==> config.mk <==
export PLATFORM = sky130hd
export DESIGN_NAME = minimal_transversal_enumerator_core
export DESIGN_NICKNAME = d
export VERILOG_FILES = /design/src/rtl/core/mte_pkg.sv /design/src/rtl/core/minimal_transversal_enumerator_core.sv /design/src/rtl/core/mte_rows.sv /design/src/rtl/core/mte_unit.sv /design/src/rtl/core/mte_seq.sv
export SDC_FILE = /design/constraint.sdc
export NUM_CORES = 1
export LEC_CHECK = 0
export ABC_AREA = 1
export BUFFER_PORTS_ARGS = -buffer_cell sky130_fd_sc_hd__buf_2
export CORE_MARGIN = 4
export CORE_UTILIZATION = 67
export CTS_CLUSTER_SIZE = 12
export DETAILED_ROUTE_END_ITERATION = 6
export GPL_TIMING_DRIVEN = 0
export PLACE_DENSITY = 0.85
export SLEW_MARGIN = 20
export SYNTH_ARGS = -nofsm -noshare
export SYNTH_HDL_FRONTEND = slang
export SYNTH_SLANG_ARGS = --single-unit
==> constraint.sdc <==
create_clock -name clk -period 7 [get_ports clk]
set_clock_uncertainty 0.05 [all_clocks]
set_input_delay 1.75 -clock clk [delete_from_list [all_inputs] [get_ports clk]]
set_output_delay 1.75 -clock clk [all_outputs]
set_load 0.05 [all_outputs]
==> src/rtl/core/mte_pkg.sv <==
// ----------------------------------------------------------------------------
// mte_pkg
// Shared types and constants of the minimal transversal enumerator.
// ----------------------------------------------------------------------------
`default_nettype none

package mte_pkg;

  localparam int MAX_N    = 20;
  localparam int MAX_ROWS = 16;
  localparam int MAX_OUT  = 64;

  localparam int EC_W     = 5;
  localparam int EC_RESET = 20;
  localparam int MASK_W   = MAX_N + 1;
  localparam int ROW_IW   = (MAX_ROWS > 1) ? $clog2(MAX_ROWS) : 1;
  localparam int ROW_CW   = $clog2(MAX_ROWS + 1);
  localparam int OUT_CW   = $clog2(MAX_OUT + 1);

  typedef enum logic [1:0] {
    ACT_CLEAR = 2'd0,
    ACT_LOAD  = 2'd1,
    ACT_RUN   = 2'd2,
    ACT_NONE  = 2'd3
  } action_t;

  typedef enum logic [1:0] {
    S_IDLE,
    S_ROW,
    S_FIN
  } seq_state_t;

  typedef struct packed {
    logic [1:0]       action;
    logic [MAX_N-1:0] row_mask;
  } in_req_t;

  typedef struct packed {
    logic [MAX_N-1:0] blocker_mask;
    logic             has_blocker;
    logic             last;
    logic             overflow;
  } out_res_t;

  typedef struct packed {
    logic             clr;
    logic             load;
    logic [MAX_N-1:0] data;
  } rows_cmd_t;

  typedef struct packed {
    logic             hit;
    logic             single;
    logic [MAX_N-1:0] inter;
  } unit_res_t;

  typedef struct packed {
    logic     vld;
    out_res_t res;
  } push_t;

endpackage

`default_nettype wire

==> src/rtl/core/minimal_transversal_enumerator_core.sv <==
// ----------------------------------------------------------------------------
// minimal_transversal_enumerator_core
// Brute-force minimal transversal search over a small stored set family.
//
//   channel  dir  handshake            payload
//   in_      in   in_valid/in_ready    in_req_t (action, row_mask)
//   out_     out  out_valid/out_ready  out_res_t (blocker_mask, flags)
//   cfg_     in   cfg_valid/cfg_ready  element_count, 5 bits
//
// clear and load requests act on the row store when accepted. a run tests one
// stored row per cycle in the shared row unit while no found blocker waits on a
// full output register: a mask is tested row by row until a row it misses, and
// a mask that meets every row gets a closing step that checks it is minimal.
// in_ready is low for the whole run. reset clears the row count and sets
// element_count to 20.
// ----------------------------------------------------------------------------
`default_nettype none

module minimal_transversal_enumerator_core
  import mte_pkg::*;
(
  input  wire logic            clk,
  input  wire logic            rst_n,
  input  wire logic            in_valid,
  output logic                 in_ready,
  input  wire in_req_t         in_data,
  output logic                 out_valid,
  input  wire logic            out_ready,
  output out_res_t             out_data,
  input  wire logic            cfg_valid,
  output logic                 cfg_ready,
  input  wire logic [EC_W-1:0] cfg_data
);

  logic [EC_W-1:0]   ec_r, ec_nxt;
  logic              out_vld_r, out_vld_nxt;
  out_res_t          out_res_r, out_res_nxt;
  logic              in_acc;
  logic              seq_idle;
  logic              slot_free;
  rows_cmd_t         rows_cmd;
  logic [ROW_IW-1:0] rd_idx;
  logic [MAX_N-1:0]  rd_data;
  logic [ROW_CW-1:0] row_cnt;
  push_t             push;

  assign cfg_ready = 1'b1;
  assign in_ready  = seq_idle;
  assign in_acc    = in_valid && in_ready;
  assign slot_free = !out_vld_r || out_ready;

  assign rows_cmd.clr  = in_acc && (in_data.action == ACT_CLEAR);
  assign rows_cmd.load = in_acc && (in_data.action == ACT_LOAD);
  assign rows_cmd.data = in_data.row_mask;

  mte_rows u_rows (
    .clk       (clk),
    .rst_n     (rst_n),
    .cmd_i     (rows_cmd),
    .rd_idx_i  (rd_idx),
    .rd_data_o (rd_data),
    .count_o   (row_cnt)
  );

  mte_seq u_seq (
    .clk         (clk),
    .rst_n       (rst_n),
    .start_i     (in_acc && (in_data.action == ACT_RUN)),
    .ec_i        (ec_r),
    .row_cnt_i   (row_cnt),
    .row_data_i  (rd_data),
    .slot_free_i (slot_free),
    .rd_idx_o    (rd_idx),
    .idle_o      (seq_idle),
    .push_o      (push)
  );

  always_comb begin
    ec_nxt      = cfg_valid ? cfg_data : ec_r;
    out_vld_nxt = out_vld_r;
    out_res_nxt = out_res_r;
    if (push.vld) begin
      out_vld_nxt = 1'b1;
      out_res_nxt = push.res;
    end else if (out_ready) begin
      out_vld_nxt = 1'b0;
    end
  end

  always_ff @(posedge clk) begin
    if (!rst_n) begin
      ec_r      <= EC_W'(EC_RESET);
      out_vld_r <= 1'b0;
    end else begin
      ec_r      <= ec_nxt;
      out_vld_r <= out_vld_nxt;
    end
  end

  always_ff @(posedge clk) begin
    out_res_r <= out_res_nxt;
  end

  assign out_valid = out_vld_r;
  assign out_data  = out_res_r;

  a_run_busy: assert property (@(posedge clk) disable iff (!rst_n)
    in_acc && (in_data.action == ACT_RUN) |=> !in_ready)
    else $error("run request did not make the block busy");

  a_push_slot: assert property (@(posedge clk) disable iff (!rst_n)
    push.vld |-> slot_free)
    else $error("result pushed into an occupied output register");

  a_none_last: assert property (@(posedge clk) disable iff (!rst_n)
    out_valid && !out_data.has_blocker |-> out_data.last && (out_data.blocker_mask == '0))
    else $error("no-blocker result not final or mask nonzero");

  a_ovf_last: assert property (@(posedge clk) disable iff (!rst_n)
    out_valid && out_data.overflow |-> out_data.last && out_data.has_blocker)
    else $error("overflow flag on a non-final result");

endmodule

`default_nettype wire

==> src/rtl/core/mte_rows.sv <==
// ----------------------------------------------------------------------------
// mte_rows
// Row store and row count, one write and one read per cycle.
// ----------------------------------------------------------------------------
`default_nettype none

module mte_rows
  import mte_pkg::*;
(
  input  wire logic              clk,
  input  wire logic              rst_n,
  input  wire rows_cmd_t         cmd_i,
  input  wire logic [ROW_IW-1:0] rd_idx_i,
  output logic      [MAX_N-1:0]  rd_data_o,
  output logic      [ROW_CW-1:0] count_o
);

  logic [MAX_N-1:0]  store_r [MAX_ROWS];
  logic [ROW_CW-1:0] count_r;
  logic [ROW_CW-1:0] count_nxt;
  logic              wr_en;

  assign wr_en = cmd_i.load && (count_r < ROW_CW'(MAX_ROWS));

  always_comb begin
    count_nxt = count_r;
    if (cmd_i.clr) begin
      count_nxt = '0;
    end else if (wr_en) begin
      count_nxt = count_r + ROW_CW'(1);
    end
  end

  always_ff @(posedge clk) begin
    if (!rst_n) begin
      count_r <= '0;
    end else begin
      count_r <= count_nxt;
    end
  end

  always_ff @(posedge clk) begin
    if (wr_en && !cmd_i.clr) begin
      store_r[count_r[ROW_IW-1:0]] <= cmd_i.data;
    end
  end

  assign rd_data_o = store_r[rd_idx_i];
  assign count_o   = count_r;

endmodule

`default_nettype wire

==> src/rtl/core/mte_unit.sv <==
// ----------------------------------------------------------------------------
// mte_unit
// Shared row test: intersection, empty check and single-bit check.
// ----------------------------------------------------------------------------
`default_nettype none

module mte_unit
  import mte_pkg::*;
(
  input  wire logic [MAX_N-1:0] mask_i,
  input  wire logic [MAX_N-1:0] row_i,
  output unit_res_t             res_o
);

  logic [MAX_N-1:0] inter;

  assign inter        = mask_i & row_i;
  assign res_o.inter  = inter;
  assign res_o.hit    = |inter;
  assign res_o.single = ((inter & (inter - MAX_N'(1))) == '0);

endmodule

`default_nettype wire

==> src/rtl/core/mte_seq.sv <==
// ----------------------------------------------------------------------------
// mte_seq
// Sweep sequencer: walks masks and rows, holds one pending blocker.
// ----------------------------------------------------------------------------
`default_nettype none

module mte_seq
  import mte_pkg::*;
(
  input  wire logic              clk,
  input  wire logic              rst_n,
  input  wire logic              start_i,
  input  wire logic [EC_W-1:0]   ec_i,
  input  wire logic [ROW_CW-1:0] row_cnt_i,
  input  wire logic [MAX_N-1:0]  row_data_i,
  input  wire logic              slot_free_i,
  output logic      [ROW_IW-1:0] rd_idx_o,
  output logic                   idle_o,
  output push_t                  push_o
);

  seq_state_t        state_r, state_nxt;
  logic [MASK_W-1:0] mask_r, mask_nxt;
  logic [MASK_W-1:0] limit_r, limit_nxt;
  logic [ROW_CW-1:0] idx_r, idx_nxt;
  logic [MAX_N-1:0]  priv_r, priv_nxt;
  logic [MAX_N-1:0]  pend_r, pend_nxt;
  logic              pend_vld_r, pend_vld_nxt;
  logic [OUT_CW-1:0] cnt_r, cnt_nxt;
  logic [EC_W-1:0]   n_eff;
  logic [MASK_W-1:0] mask_inc;
  unit_res_t         ures;

  mte_unit u_unit (
    .mask_i (mask_r[MAX_N-1:0]),
    .row_i  (row_data_i),
    .res_o  (ures)
  );

  assign n_eff    = (ec_i > EC_W'(MAX_N)) ? EC_W'(MAX_N) : ec_i;
  assign mask_inc = mask_r + MASK_W'(1);
  assign rd_idx_o = idx_r[ROW_IW-1:0];
  assign idle_o   = (state_r == S_IDLE);

  always_comb begin
    state_nxt    = state_r;
    mask_nxt     = mask_r;
    limit_nxt    = limit_r;
    idx_nxt      = idx_r;
    priv_nxt     = priv_r;
    pend_nxt     = pend_r;
    pend_vld_nxt = pend_vld_r;
    cnt_nxt      = cnt_r;
    push_o       = '0;
    case (state_r)
      S_IDLE: begin
        if (start_i) begin
          mask_nxt     = MASK_W'(1);
          limit_nxt    = MASK_W'(1) << n_eff;
          idx_nxt      = '0;
          priv_nxt     = '0;
          pend_vld_nxt = 1'b0;
          cnt_nxt      = '0;
          state_nxt    = (n_eff == '0) ? S_FIN : S_ROW;
        end
      end
      S_ROW: begin
        if (idx_r == row_cnt_i) begin
          if (priv_r == mask_r[MAX_N-1:0]) begin
            // minimal transversal found
            if (cnt_r == OUT_CW'(MAX_OUT)) begin
              if (slot_free_i) begin
                push_o.vld              = 1'b1;
                push_o.res.blocker_mask = pend_r;
                push_o.res.has_blocker  = 1'b1;
                push_o.res.last         = 1'b1;
                push_o.res.overflow     = 1'b1;
                state_nxt               = S_IDLE;
              end
            end else if (!pend_vld_r || slot_free_i) begin
              if (pend_vld_r) begin
                push_o.vld              = 1'b1;
                push_o.res.blocker_mask = pend_r;
                push_o.res.has_blocker  = 1'b1;
              end
              pend_nxt     = mask_r[MAX_N-1:0];
              pend_vld_nxt = 1'b1;
              cnt_nxt      = cnt_r + OUT_CW'(1);
              mask_nxt     = mask_inc;
              idx_nxt      = '0;
              priv_nxt     = '0;
              if (mask_inc == limit_r) begin
                state_nxt = S_FIN;
              end
            end
          end else begin
            mask_nxt = mask_inc;
            idx_nxt  = '0;
            priv_nxt = '0;
            if (mask_inc == limit_r) begin
              state_nxt = S_FIN;
            end
          end
        end else if (!ures.hit) begin
          mask_nxt = mask_inc;
          idx_nxt  = '0;
          priv_nxt = '0;
          if (mask_inc == limit_r) begin
            state_nxt = S_FIN;
          end
        end else begin
          if (ures.single) begin
            priv_nxt = priv_r | ures.inter;
          end
          idx_nxt = idx_r + ROW_CW'(1);
        end
      end
      S_FIN: begin
        if (slot_free_i) begin
          push_o.vld              = 1'b1;
          push_o.res.blocker_mask = pend_vld_r ? pend_r : '0;
          push_o.res.has_blocker  = pend_vld_r;
          push_o.res.last         = 1'b1;
          state_nxt               = S_IDLE;
        end
      end
      default: begin
        state_nxt = S_IDLE;
      end
    endcase
  end

  always_ff @(posedge clk) begin
    if (!rst_n) begin
      state_r    <= S_IDLE;
      pend_vld_r <= 1'b0;
      cnt_r      <= '0;
    end else begin
      state_r    <= state_nxt;
      pend_vld_r <= pend_vld_nxt;
      cnt_r      <= cnt_nxt;
    end
  end

  always_ff @(posedge clk) begin
    mask_r  <= mask_nxt;
    limit_r <= limit_nxt;
    idx_r   <= idx_nxt;
    priv_r  <= priv_nxt;
    pend_r  <= pend_nxt;
  end

endmodule

`default_nettype wire
==> out/qor.yml <==
endpoint: "u_seq.priv_r[0]"
synth_area_sq_um: 20600
first_global_vias: 16000
yosys_most_used_dff: "edfxtp_1"
synth_seq_cells: 455
ys_async_sr_fraction_pct: 0
h-tree-depth: 2
ys_warn_count: 0
violations: "design-rule violations"
die_w_um: 183
combPwrFrac_pct: 31.1
cp.required_ns: 7.13
routed_wl_um: 56800
critPathKind: "register to register"
slew_violations: 0
synth_area_per_cell_sq_um: 9.89
die-area_sq_um: 33700
r2r-end: "u_seq.priv_r[0]"
die_h_um: 183
place_ws_ns: 2.65
post-dp-hpwl_um: 36100
vdd_drop_max_mv: 0.264
antenna_found_initial: 1
p_sw_share_pct: 36.6
synth_nets: 2129
period_share_pct: 60.0
drt_iter0_drc: 2725
period_minus_slack_ns: 4.20
finalHoldViolations: 0
antenna_left: 0
setup_viol: 0
cts_hold_repair.buffers: 0
tightest_slew_ns: 0.958
cts_buffer_depth: 3
power.internal_mw: 5.08
max_stage_delay_ns: 0.72
place.gp.congestion: 0.984
leakage_nw: 9.47
finalSetupTns_ns: 0
ctsResizeCount: 0
cap_violations: 0
grt_overflow: 0
num_rows: 63
numPortBuffers: 56
area_growth_pct: 13.0
vias: 16100
setup_slack_ns: 2.80
synth_edf_count: 430
max_freq_ghz: 0.238
io-pin-count: 58
p_switching_mw: 2.93
start_util_pct: 68.7
grt_start_max_net_pins: 24
wl_per_cell_um: 21.7
yosysSeqAreaShare_pct: 65.0
arrival_ns: 4.33
seqPwrFrac_pct: 40.4
clk_latency_ns: 0.58
clkPwrFrac_pct: 28.5
end_kind: "register"
maxSlewHeadroom_pct: 36.0
status: "finished, violations left"
ys_types: 43
cp_common_cell: "nand2_1"
post-cts-setup-buffer-count: 0
clk_pin_slew_worst_paths_ns: 0.06
ff2ff_path_depth: 17
core-area_sq_um: 30000
grt_pass1_wl_um: 86800
tritoncts: "done"
drive_above_1_share_pct: 9.54
nets: 2251
num_antenna_cells: 0
dr.pass1.iters: 7
rsz0062_at_grt: "no"
synth_cells: 2085
critPathMaxFanout: 20
holdCritPathClass: "register to register"
cts-root-buf: "clkbuf_16"
worst_path_max_delay_cell: "nand2_1"
grtUsageTotal_pct: 33.6
drc: 1
cts_sinks: 455
viasPerCell: 6.15
crit_chain: "inv_1, clkbuf_1, nor2_1, nand2_1, nand3_1, nand3_1, nand2_1, nand2_1, nand2_1, nor2_1, nand2_1, nor2_2, nand2_1, nand2_1, buf_4, nand2_1, nand2_1"
critPathLaunchType: "register"
power_density_nw_per_um2: 344
numCtsBuffers: 47
ff2ff_setup_slack_ns: 2.80
## kinds of logic (layout without fill, tap and decap cells)
family,after synthesis,after routing,share of synthesized area [%]
simple gates,1134,1134,22.5
flops,455,455,65.0
buf+inv,322,469,6.82
compound gates,128,128,3.43
xor+xnor,33,33,1.47
fa+ha+maj,12,12,0.728
other cells,1,1,0.0182
## metrics by stage
stage	power (mW)	cell area, sq um	std cells	util, %	hold slack [ns]
global placement	5.50	21400	2531	71.2	0.381
finish	8.01	23300	2622	77.6	0.405
CTS	7.90	23300	2622	77.6	0.403
detailed placement	5.62	21900	2548	73.0	0.388
floorplan	4.82	20600	2085	-	0.371
global route	8.31	23300	2622	77.6	0.413
## metal layers
layer  part of all wire [%]  GRT usage (%)
met3                     14           9.08
met5                  0.023              0
met4                    5.1           15.2
met1                     35           44.3
met2                     46           52.9
## synth_stat cells (2+ instances only)
master,instances,area share (%)
buf_2,23,0.56
nand3b_1,10,0.36
buf_4,22,0.80
nor3_1,3,0.073
inv_1,240,4.4
ha_1,12,0.73
xnor2_1,16,0.68
nand3_1,214,5.2
buf_1,2,0.036
a21oi_1,34,0.82
o21ai_1,29,0.70
nand2_1,590,11
o21ai_0,39,0.95
buf_6,11,0.60
o22ai_1,3,0.091
edfxtp_1,430,63
or2_2,4,0.12
xor2_1,16,0.68
nor4_1,3,0.091
nand4_1,10,0.30
dfxtp_1,25,2.4
nor2_1,291,5.3
and2_1,2,0.061
clkbuf_1,21,0.38
o211ai_1,13,0.47
o221ai_1,5,0.21
## worst max-delay path: cells and delay by family, from the launching register on
family | cells | cell delay [ns]
simple gates | 14 | 2.31
flops | 1 | 0.34
buf+inv | 3 | 1.09
## registers in the layout, summed over array words and instances, names as in the netlist, named ones only
name	cells
u_rows.count_o	5
u_rows.store_r	320
u_seq.pend_vld_r	1
u_seq.limit_r	21
u_seq.mask_r	21
u_seq.cnt_r	7
ec_r	5
u_seq.idx_r	5
u_seq.state_r	2
u_seq.pend_r	20
out_data	23
out_valid	1
u_seq.priv_r	20
## worst min path at each step
stage	startpoint	to	slack (ns)	cells past startpoint
after global placement	u_seq.mask_r[2]	u_seq.pend_r[2]	0.38	0
after floorplan	u_seq.mask_r[2]	u_seq.pend_r[2]	0.37	0
after detailed placement	u_seq.mask_r[5]	u_seq.pend_r[5]	0.39	0
final	u_seq.mask_r[5]	u_seq.pend_r[5]	0.41	0
after global routing	u_seq.mask_r[2]	u_seq.pend_r[2]	0.41	0
after CTS	u_seq.mask_r[5]	u_seq.pend_r[5]	0.40	0
## placed cells by master, fill, tap and decap left out, types with 4 or more instances in the layout
cell type  instances
clkbuf_16         47
ha_1              12
nand3_1          214
buf_2             79
clkbuf_1          30
clkinv_1          10
buf_16            10
nand2_1          590
nand4_1           10
xnor2_1           16
clkinv_2           4
buf_6             12
edfxtp_1         430
a21oi_1           34
nand3b_1          10
inv_1            240
o21ai_0           39
o211ai_1          13
dfxtp_1           25
buf_12             4
buf_4             22
or2_2              4
xor2_1            16
nor2_4            17
o221ai_1           5
nor2_1           274
o21ai_1           29
## cell type report
type | instances | area [sq um]
Timing Repair Buffer | 73 | 677
Buffer | 80 | 495
Inverter | 242 | 911
Multi-Input combinational cell | 1308 | 5950
Clock buffer | 57 | 1220
Fill cell | 1772 | 6730
Clock inverter | 17 | 145
Tap cell | 390 | 488
Sequential cell | 455 | 13400
## power groups by stage
stage / sequential (mW) / combinational (mW) / clock (mW)
floorplan: 3.24 / 1.58 / 0
global placement: 3.28 / 2.22 / 0
detailed placement: 3.29 / 2.33 / 0
CTS: 3.23 / 2.39 / 2.28
global route: 3.24 / 2.66 / 2.40
finish: 3.24 / 2.49 / 2.29
(Power assumes the default switching activity.)
